### src/hdl/lcm_pkg.sv
// Shared types and constants for the least common multiple block.
// No dependencies; imported by the controller, datapath and top level.
`default_nettype none

package lcm_pkg;

    localparam int MULTIPLE_BITS = 62;
    localparam int M_DATA_BITS   = ((MULTIPLE_BITS + 7) / 8) * 8;

    typedef enum logic [2:0] {
        ST_IDLE,
        ST_TEST,
        ST_EUCLID_DIV,
        ST_QUOT_DIV,
        ST_MUL,
        ST_WRITE
    } lcm_state_t;

    // Controller to datapath.
    typedef struct packed {
        logic load;           // capture operands of an accepted item
        logic div_start;      // launch the shared divider
        logic div_sel_quot;   // 1: divide second operand by gcd, 0: Euclid step
        logic euclid_update;  // x <= y, y <= remainder
        logic quot_capture;   // keep quotient of second operand by gcd
        logic mul;            // form first operand times quotient
        logic result_load;    // move result into the output register
    } lcm_cmd_t;

    // Datapath to controller.
    typedef struct packed {
        logic op_zero;
        logic y_zero;
        logic div_done;
    } lcm_status_t;

endpackage

`default_nettype wire

### src/hdl/lcm_div.sv
// Restoring bit-serial divider: one quotient bit per cycle.
// Used by lcm_datapath; no package dependency.
`default_nettype none

module lcm_div #(
    parameter int OPERAND_BITS = 31
) (
    input  logic                    aclk,
    input  logic                    aresetn,
    input  logic                    start,
    input  logic [OPERAND_BITS-1:0] dividend,
    input  logic [OPERAND_BITS-1:0] divisor,
    output logic                    done,
    output logic [OPERAND_BITS-1:0] quotient,
    output logic [OPERAND_BITS-1:0] remainder
);

    localparam int W        = OPERAND_BITS;
    localparam int CNT_BITS = $clog2(W + 1);

    logic                busy_reg, busy_next;
    logic                done_reg, done_next;
    logic [CNT_BITS-1:0] cnt_reg, cnt_next;
    logic [W-1:0]        rem_reg, rem_next;
    logic [W-1:0]        quo_reg, quo_next;
    logic [W-1:0]        den_reg, den_next;

    logic [W:0]          shifted;
    logic [W:0]          diff;
    logic                fits;

    always_comb begin
        shifted = {rem_reg, quo_reg[W-1]};
        diff    = shifted - {1'b0, den_reg};
        fits    = shifted >= {1'b0, den_reg};

        busy_next = busy_reg;
        done_next = 1'b0;
        cnt_next  = cnt_reg;
        rem_next  = rem_reg;
        quo_next  = quo_reg;
        den_next  = den_reg;

        if (start) begin
            busy_next = 1'b1;
            cnt_next  = CNT_BITS'(W);
            rem_next  = '0;
            quo_next  = dividend;
            den_next  = divisor;
        end else if (busy_reg) begin
            rem_next = fits ? diff[W-1:0] : shifted[W-1:0];
            quo_next = {quo_reg[W-2:0], fits};
            cnt_next = cnt_reg - CNT_BITS'(1);
            if (cnt_reg == CNT_BITS'(1)) begin
                busy_next = 1'b0;
                done_next = 1'b1;
            end
        end
    end

    always_ff @(posedge aclk) begin
        if (!aresetn) begin
            busy_reg <= 1'b0;
            done_reg <= 1'b0;
            cnt_reg  <= '0;
        end else begin
            busy_reg <= busy_next;
            done_reg <= done_next;
            cnt_reg  <= cnt_next;
        end
    end

    always_ff @(posedge aclk) begin
        rem_reg <= rem_next;
        quo_reg <= quo_next;
        den_reg <= den_next;
    end

    assign done      = done_reg;
    assign quotient  = quo_reg;
    assign remainder = rem_reg;

endmodule

`default_nettype wire

### src/hdl/lcm_datapath.sv
// Datapath: operand registers, Euclid registers, shared divider, multiplier
// and the output register. Depends on lcm_pkg and lcm_div.
`default_nettype none

module lcm_datapath #(
    parameter int OPERAND_BITS = 31
) (
    input  logic                                aclk,
    input  logic                                aresetn,
    input  lcm_pkg::lcm_cmd_t                   cmd,
    output lcm_pkg::lcm_status_t                status,
    input  logic [OPERAND_BITS-1:0]             first_operand,
    input  logic [OPERAND_BITS-1:0]             second_operand,
    output logic [lcm_pkg::MULTIPLE_BITS-1:0]   multiple
);

    import lcm_pkg::*;

    localparam int W = OPERAND_BITS;

    logic [W-1:0]             a_reg, b_reg, x_reg, y_reg, q_reg;
    logic [2*W-1:0]           prod_reg;
    logic [MULTIPLE_BITS-1:0] result_reg;

    logic [W-1:0]             div_dividend, div_divisor;
    logic [W-1:0]             div_quotient, div_remainder;
    logic                     div_done;
    logic [2*W-1:0]           prod_next;

    // Euclid steps divide x by y; the last division takes second operand by gcd.
    assign div_dividend = cmd.div_sel_quot ? b_reg : x_reg;
    assign div_divisor  = cmd.div_sel_quot ? x_reg : y_reg;

    lcm_div #(
        .OPERAND_BITS(W)
    ) u_lcm_div (
        .aclk      (aclk),
        .aresetn   (aresetn),
        .start     (cmd.div_start),
        .dividend  (div_dividend),
        .divisor   (div_divisor),
        .done      (div_done),
        .quotient  (div_quotient),
        .remainder (div_remainder)
    );

    assign prod_next = {{W{1'b0}}, a_reg} * {{W{1'b0}}, q_reg};

    always_ff @(posedge aclk) begin
        if (cmd.load) begin
            a_reg <= first_operand;
            b_reg <= second_operand;
            x_reg <= first_operand;
            y_reg <= second_operand;
        end else if (cmd.euclid_update) begin
            x_reg <= y_reg;
            y_reg <= div_remainder;
        end
        if (cmd.quot_capture) begin
            q_reg <= div_quotient;
        end
        if (cmd.mul) begin
            prod_reg <= prod_next;
        end
        if (cmd.result_load) begin
            result_reg <= status.op_zero ? '0 : MULTIPLE_BITS'(prod_reg);
        end
    end

    always_comb begin
        status.op_zero  = (a_reg == '0) || (b_reg == '0);
        status.y_zero   = (y_reg == '0);
        status.div_done = div_done;
    end

    assign multiple = result_reg;

endmodule

`default_nettype wire

### src/hdl/lcm_ctrl.sv
// Controller state machine: sequences Euclid steps, the quotient division,
// the multiply and the output handshake. Depends on lcm_pkg.
`default_nettype none

module lcm_ctrl (
    input  logic                 aclk,
    input  logic                 aresetn,
    input  logic                 s_axis_tvalid,
    output logic                 s_axis_tready,
    output logic                 m_axis_tvalid,
    input  logic                 m_axis_tready,
    input  lcm_pkg::lcm_status_t status,
    output lcm_pkg::lcm_cmd_t    cmd
);

    import lcm_pkg::*;

    lcm_state_t state_reg, state_next;
    logic       out_valid_reg, out_valid_next;

    always_comb begin
        state_next = state_reg;
        case (state_reg)
            ST_IDLE: begin
                if (s_axis_tvalid) state_next = ST_TEST;
            end
            ST_TEST: begin
                if (status.op_zero) state_next = ST_WRITE;
                else if (status.y_zero) state_next = ST_QUOT_DIV;
                else state_next = ST_EUCLID_DIV;
            end
            ST_EUCLID_DIV: begin
                if (status.div_done) state_next = ST_TEST;
            end
            ST_QUOT_DIV: begin
                if (status.div_done) state_next = ST_MUL;
            end
            ST_MUL: begin
                state_next = ST_WRITE;
            end
            ST_WRITE: begin
                if (!out_valid_reg || m_axis_tready) state_next = ST_IDLE;
            end
            default: begin
                state_next = ST_IDLE;
            end
        endcase
    end

    always_comb begin
        cmd           = '0;
        s_axis_tready = 1'b0;
        case (state_reg)
            ST_IDLE: begin
                s_axis_tready = 1'b1;
                cmd.load      = s_axis_tvalid;
            end
            ST_TEST: begin
                // y reaching zero leaves the gcd in x
                cmd.div_start    = !status.op_zero;
                cmd.div_sel_quot = status.y_zero;
            end
            ST_EUCLID_DIV: begin
                cmd.euclid_update = status.div_done;
            end
            ST_QUOT_DIV: begin
                cmd.quot_capture = status.div_done;
            end
            ST_MUL: begin
                cmd.mul = 1'b1;
            end
            ST_WRITE: begin
                // hold until the output register is free
                cmd.result_load = !out_valid_reg || m_axis_tready;
            end
            default: begin
                cmd = '0;
            end
        endcase
    end

    always_comb begin
        out_valid_next = out_valid_reg;
        if (cmd.result_load) out_valid_next = 1'b1;
        else if (m_axis_tready) out_valid_next = 1'b0;
    end

    always_ff @(posedge aclk) begin
        if (!aresetn) begin
            state_reg     <= ST_IDLE;
            out_valid_reg <= 1'b0;
        end else begin
            state_reg     <= state_next;
            out_valid_reg <= out_valid_next;
        end
    end

    assign m_axis_tvalid = out_valid_reg;

endmodule

`default_nettype wire

### src/hdl/lcm_by_euclid_gcd.sv
// Least common multiple of two unsigned operands.
// Input item: first_operand and second_operand in s_axis_tdata; result item:
// multiple in m_axis_tdata. Both channels use tvalid/tready handshakes.
// One item is worked on at a time. The gcd comes from Euclid's repeated
// remainder on a shared bit-serial divider (one quotient bit per cycle), then
// the second operand is divided by the gcd and multiplied by the first.
// The number of Euclid remainder steps runs from 1 up to about 45 at 31 bits;
// a zero operand skips the divider. s_axis_tready is high only while waiting
// for an item. The next item can be accepted in the cycle m_axis_tvalid rises.
// The output register holds a finished result while m_axis_tready is low, and
// the next item may be accepted and worked on meanwhile; it then waits.
// Reset (aresetn low, synchronous) drops all valid flags and returns to idle;
// nothing is kept between items.
// Depends on lcm_pkg, lcm_ctrl, lcm_datapath and lcm_div.
`default_nettype none

module lcm_by_euclid_gcd #(
    parameter int OPERAND_BITS = 31
) (
    input  logic                                  aclk,
    input  logic                                  aresetn,
    input  logic                                  s_axis_tvalid,
    output logic                                  s_axis_tready,
    // first_operand, second_operand, zero fill
    input  logic [((2*OPERAND_BITS+7)/8)*8-1:0]   s_axis_tdata,
    output logic                                  m_axis_tvalid,
    input  logic                                  m_axis_tready,
    // multiple, zero fill
    output logic [lcm_pkg::M_DATA_BITS-1:0]       m_axis_tdata
);

    import lcm_pkg::*;

    lcm_cmd_t                 cmd;
    lcm_status_t              status;
    logic [MULTIPLE_BITS-1:0] multiple;

    lcm_ctrl u_lcm_ctrl (
        .aclk          (aclk),
        .aresetn       (aresetn),
        .s_axis_tvalid (s_axis_tvalid),
        .s_axis_tready (s_axis_tready),
        .m_axis_tvalid (m_axis_tvalid),
        .m_axis_tready (m_axis_tready),
        .status        (status),
        .cmd           (cmd)
    );

    lcm_datapath #(
        .OPERAND_BITS(OPERAND_BITS)
    ) u_lcm_datapath (
        .aclk           (aclk),
        .aresetn        (aresetn),
        .cmd            (cmd),
        .status         (status),
        .first_operand  (s_axis_tdata[OPERAND_BITS-1:0]),
        .second_operand (s_axis_tdata[2*OPERAND_BITS-1:OPERAND_BITS]),
        .multiple       (multiple)
    );

    assign m_axis_tdata = M_DATA_BITS'(multiple);

endmodule

`default_nettype wire

### config.mk
export PLATFORM = sky130hd
export DESIGN_NAME = lcm_by_euclid_gcd
export DESIGN_NICKNAME = d
export VERILOG_FILES = /design/src/hdl/lcm_pkg.sv /design/src/hdl/lcm_div.sv /design/src/hdl/lcm_datapath.sv /design/src/hdl/lcm_ctrl.sv /design/src/hdl/lcm_by_euclid_gcd.sv
export SDC_FILE = /design/constraint.sdc
export NUM_CORES = 2
export LEC_CHECK = 0
export ABC_CLOCK_PERIOD_IN_PS = 8500
export BUFFER_PORTS_ARGS = -buffer_cell sky130_fd_sc_hd__buf_2
export CAP_MARGIN = 10
export CORE_MARGIN = 3
export CORE_UTILIZATION = 26
export DETAILED_ROUTE_END_ITERATION = 7
export HOLD_SLACK_MARGIN = 0.05
export PLACE_DENSITY = 0.44
export SYNTH_ARGS = -nofsm -noshare
export SYNTH_HDL_FRONTEND = slang
export SYNTH_SLANG_ARGS = --single-unit
### constraint.sdc
create_clock -name aclk -period 8.5 [get_ports aclk]
set_input_delay 1.7 -clock aclk [delete_from_list [all_inputs] [get_ports aclk]]
set_output_delay 1.7 -clock aclk [all_outputs]
set_load 0.1 [all_outputs]
# Yosys cells after proc, flatten, opt, wreduce, memory -nomap -nowiden
# Cells that the tools add are included.
# word_totals
ff_bits,383
# classes
n_addsub,2
n_mul,1
magnitude_cmp,1
eq_ne,10
mux,31
bitwise,2
reduce_logical,13
# ops
cell,count
$mux W31,9
$logic_not A31 Y1,3
$mul A31 B31 Y62,1
$ge A32 B31 Y1,1
$sub A31 B31 Y31,1
$pmux W3 S6,1
$mux W3,5
$mux W1,13
$mux W5,2
$eq A3 B2 Y1 const B,2
$eq A3 B3 Y1 const B,2
$ne A2 B1 Y1 const B,3
$reduce_bool A2 Y1,3
$eq A5 B1 Y1 const B,1
$sub A5 B1 Y5 const B,1
$reduce_and A4 Y1,1
$eq A3 B1 Y1 const B,1
$logic_not A3 Y1,1
$reduce_or A3 Y1,1
$logic_not A1 Y1,2
$logic_or A1 B1 Y1,2
$mux W2,1
$ne A2 B2 Y1 const B,1
$not A1 Y1,2

# Longest topological paths before layout
# depth
word_depth,6
ltp_mapped,29
depth_no_buf,27

# By module
# Synthesis repeated with hierarchy kept, for this count alone.
# hier_totals
hier_cells,4588
hier_area_um2,47902.2
# modules_own_cells
mod,instances,cells_per_inst,area_per_inst_um2
lcm_datapath,1,3979,41736.3
lcm_div,1,567,5810.6
lcm_ctrl,1,39,336.6
lcm_by_euclid_gcd,1,3,18.8

# Least setup slack after synthesis
# OpenSTA, ideal clock, no wires.
# synth_timing
path_kind,register to register
from,register u_lcm_datapath.a_reg[26]
to,"register u_lcm_datapath.prod_reg[52], data pin"
setup_ns,0.267
arrival_time_ns,6.881
setup_slack_ns,1.352
stages_incl_launch_ff,26
path_buffers,2
synth_period_minus_slack_ns,7.148
cell_sequence,edfxtp_1 clkbuf_1 and2_1 fa_1 fa_1 inv_1 fa_1 inv_1 fa_1 fa_1 fa_1 fa_1 inv_1 fa_1 inv_1 ha_1 clkbuf_1 and3_1 and4_1 o21ai_1 nand3_1 a21oi_1 a21bo_2 a211o_1 a21o_1 xor2_1
# synth_between
elab_chain_cells,1
# synth_rtl
item,line,source
from (decl),lcm_datapath.sv:21,"logic [W-1:0] a_reg, b_reg, x_reg, y_reg, q_reg;"
from (signal assigned),lcm_datapath.sv:51,a_reg <= first_operand;
$mul A31 B31 Y62,lcm_datapath.sv:47,"assign prod_next = {{W{1'b0}}, a_reg} * {{W{1'b0}}, q_reg};"
named net u_lcm_datapath.prod_next[52],lcm_datapath.sv:28,logic [2*W-1:0] prod_next;
to (signal assigned),lcm_datapath.sv:63,prod_reg <= prod_next;
to (decl),lcm_datapath.sv:22,logic [2*W-1:0] prod_reg;
# The timed path passes the listed nets, and every way through them passes these cells.
# A chain may end at the register's enable or synchronous reset.

# Final worst setup path
# layout_timing
from,register u_lcm_datapath.a_reg[13]
to,"register u_lcm_datapath.prod_reg[54], data pin"
# Same word-level chain as after synthesis.

==> flow_metrics.env <==
export IMPL_status="completed"
export IMPL_met3_length_um=3850
export IMPL_cp_slowest_cell="edfxtp_1"
export IMPL_timing_critical_path_buf_inv=4
export IMPL_setup_violations=0
export IMPL_cp_end_kind="flop"
export IMPL_synth_edf_count=341
export IMPL_max_stage_delay_ps=800
export IMPL_clock_sinks=383
export IMPL_period_share_pct=96.9
export IMPL_dr_wl_met2_um=60100
export IMPL_first_pass_iters=5
export IMPL_clkTransAtPathRegs_ps=60
export IMPL_critical_path_class="reg2reg"
export IMPL_core_area_um2=181000
export IMPL_num_nets_final=5883
export IMPL_rows=156
export IMPL_postSynthCellCount=4600
export IMPL_rsz0062_at_grt="no"
export IMPL_crit_top_cell="fa_1"
export IMPL_synth_adder_area_share_pct=43.0
export IMPL_slew_limit_headroom_pct=21.0
export IMPL_synth_xor_area_share_pct=1.48
export IMPL_cts_path_max_buffers=3
export IMPL_start_util_pct=26.2
export IMPL_max_freq_ghz=0.121
export IMPL_clkLatencyLatePin_ps=660
export IMPL_wl_met1_um=66200
export IMPL_gr_total_overflow=0
export IMPL_viasPerCell=4.36
export IMPL_die_w_um=433
export IMPL_hpwl_um=110000
export IMPL_grt_usage_pct=14.5
export IMPL_synth_distinct_cells=73
export IMPL_cts_tree="done"
export IMPL_timing_final_crit_period_ps=8230
export IMPL_hold_viol=0
export IMPL_design_area_um2=53000
export IMPL_cts_buffers=46
export IMPL_placedInstanceArea_um2=51400
export IMPL_numPortBuffers=129
export IMPL_fin_tns_setup_ps=0
export IMPL_highest_layer="met4"
export IMPL_grt_pass1_vias=33900
export IMPL_ys_seq_elements=383
export IMPL_gp_congestion=0.801
export IMPL_synth_flop_cell="edfxtp_1"
export IMPL_area_delta_synth_final_pct=11.8
export IMPL_synth_top_family_by_area="adder cells"
export IMPL_fp_dieH_um=433
export IMPL_post_cts_buffers=0
export IMPL_dieArea_um2=187000
export IMPL_syn_avg_cell_area_um2=10.3
export IMPL_hold_buffers=0
export IMPL_synthTopCellsByArea="fa_1, edfxtp_1, and2_1"
export IMPL_drt_wirelength_per_cell_um=18.8
export IMPL_synthTopCellsByCount="fa_1, inv_1, and2_1"
export IMPL_crit_required_ps=8840
export IMPL_synthMuxAreaShare_pct=2.43
export IMPL_pin_count=134
export IMPL_arrival_ps=8580
export IMPL_drc=0
export IMPL_grt_pass1_wl_um=210000
export IMPL_antenna_found_initial=19
export IMPL_crit_chain="buf_4, and2_1, fa_1, fa_1, inv_1, fa_1, fa_1, inv_1, fa_1, fa_1, fa_1, fa_1, ha_1, a21oi_1, o21ai_0, a31oi_1, o21bai_1, a21oi_1, o21ai_1, a211oi_1, buf_4, o21ai_1, xnor2_1"
export IMPL_drv_slew=0
export IMPL_ctsHtreeMaxLevel=2
export IMPL_postRouteAntennaNets=0
export IMPL_yosysWarnings=0
export IMPL_synth_compound_area_share_pct=5.91
export IMPL_cts_resized_gates=0
export IMPL_finalWorstSetupSlack_ps=267
export IMPL_initialDrtViolationCount=1500
export IMPL_skew_ps=73.9
export IMPL_n_fill_cell=18800
export IMPL_yosys_area_top_type="fa_1"
export IMPL_cp_top_family="adder cells"
export IMPL_synth_top_area_share_pct=35.4
export IMPL_async_reset_ff_share_pct=0
export IMPL_netlist_area_um2=47400
export IMPL_synth_most_common_cell="fa_1"
export IMPL_routed_wl_um=133000
export IMPL_worst_slew_pin_slew_ps=1190
export IMPL_grt_max_degree=66
export IMPL_drive_gt1_share_pct=10.1
export IMPL_synth_seq_area_share_pct=23.4
export IMPL_critPathLaunchType="flop"
export IMPL_vias=30900
export IMPL_maxCapViolCount=0
export IMPL_worstPathMaxFanout=19
export IMPL_dp_slack_ps=336
export IMPL_cts_root_buf="clkbuf_16"
export IMPL_hold_class="reg2reg"
export IMPL_synthSimpleGateAreaFrac_pct=15.1
## logic make-up (layout without fill, tap and decap cells)
| group | after synthesis | count (layout) |
|---|---|---|
| simple gates | 1398 | 1398 |
| fa+ha+maj | 1126 | 1126 |
| buf+inv | 1084 | 1209 |
| compound gates | 421 | 421 |
| flops | 383 | 383 |
| mux | 107 | 107 |
| xor+xnor | 80 | 80 |
| other cells | 1 | 6 |
## layout by cell type (no fill, tap or decap), drive strengths merged, types with 13 or more instances in the layout
| cell | n |
|---|---|
| and3 | 14 |
| nor3 | 22 |
| clkbuf | 57 |
| fa | 838 |
| edfxtp | 341 |
| and2 | 582 |
| mux2 | 64 |
| nor4 | 27 |
| buf | 296 |
| nand2b | 13 |
| o21a | 16 |
| nor2b | 22 |
| xnor2 | 50 |
| nand3 | 22 |
| ha | 288 |
| o21bai | 13 |
| a211oi | 31 |
| mux2i | 43 |
| a21o | 70 |
| nand4 | 21 |
| nand2 | 556 |
| a21boi | 15 |
| o21ai | 99 |
| inv | 832 |
| dfxtp | 42 |
| xor2 | 30 |
| nor2 | 88 |
| a31oi | 24 |
| a21oi | 106 |
| clkinv | 16 |
## cell type report
| cell class | count | area (um^2) | share of cell area (%) |
|---|---|---|---|
| Antenna cell | 4 | 10.0 | 0.0189 |
| Multi-Input combinational cell | 3134 | 32200 | 60.8 |
| Inverter | 828 | 3110 | 5.87 |
| Timing Repair Buffer | 296 | 2010 | 3.80 |
| Clock buffer | 57 | 1210 | 2.29 |
| Tap cell | 2370 | 2970 | 5.60 |
| Clock inverter | 28 | 378 | 0.713 |
| Sequential cell | 383 | 11100 | 20.9 |
## per-layer routing
layer / track usage (%) / vias to the layer above
met5: 0 / -
met2: 23.3 / 469
met4: 3.51 / 0
met1: 21.1 / 15800
li1: - / 14500
met3: 1.36 / 149
## worst paths after layout
path	startpoint	endpoint	slack, ps	cells past startpoint
worst max-delay path	u_lcm_datapath.a_reg[13]	u_lcm_datapath.prod_reg[54]	270	23
worst min-delay path	u_lcm_datapath.u_lcm_div.quotient[2]	u_lcm_datapath.q_reg[2]	440	0
worst max register to register	u_lcm_datapath.a_reg[13]	u_lcm_datapath.prod_reg[54]	270	23
worst min register to register	u_lcm_datapath.u_lcm_div.quotient[2]	u_lcm_datapath.q_reg[2]	440	0
## stage by stage
stage               util, %  cells  hold slack [ps]
floorplan                 -   4601              426
global placement       28.4   7011              438
detailed placement     28.4   7011              435
CTS                    29.3   7096              448
global route           29.3   7097              466
finish                 29.3   7100              443
Power is left out: the tool's default activity adds up to more than one toggle a clock period on the data nets, which glitch-free logic cannot reach.
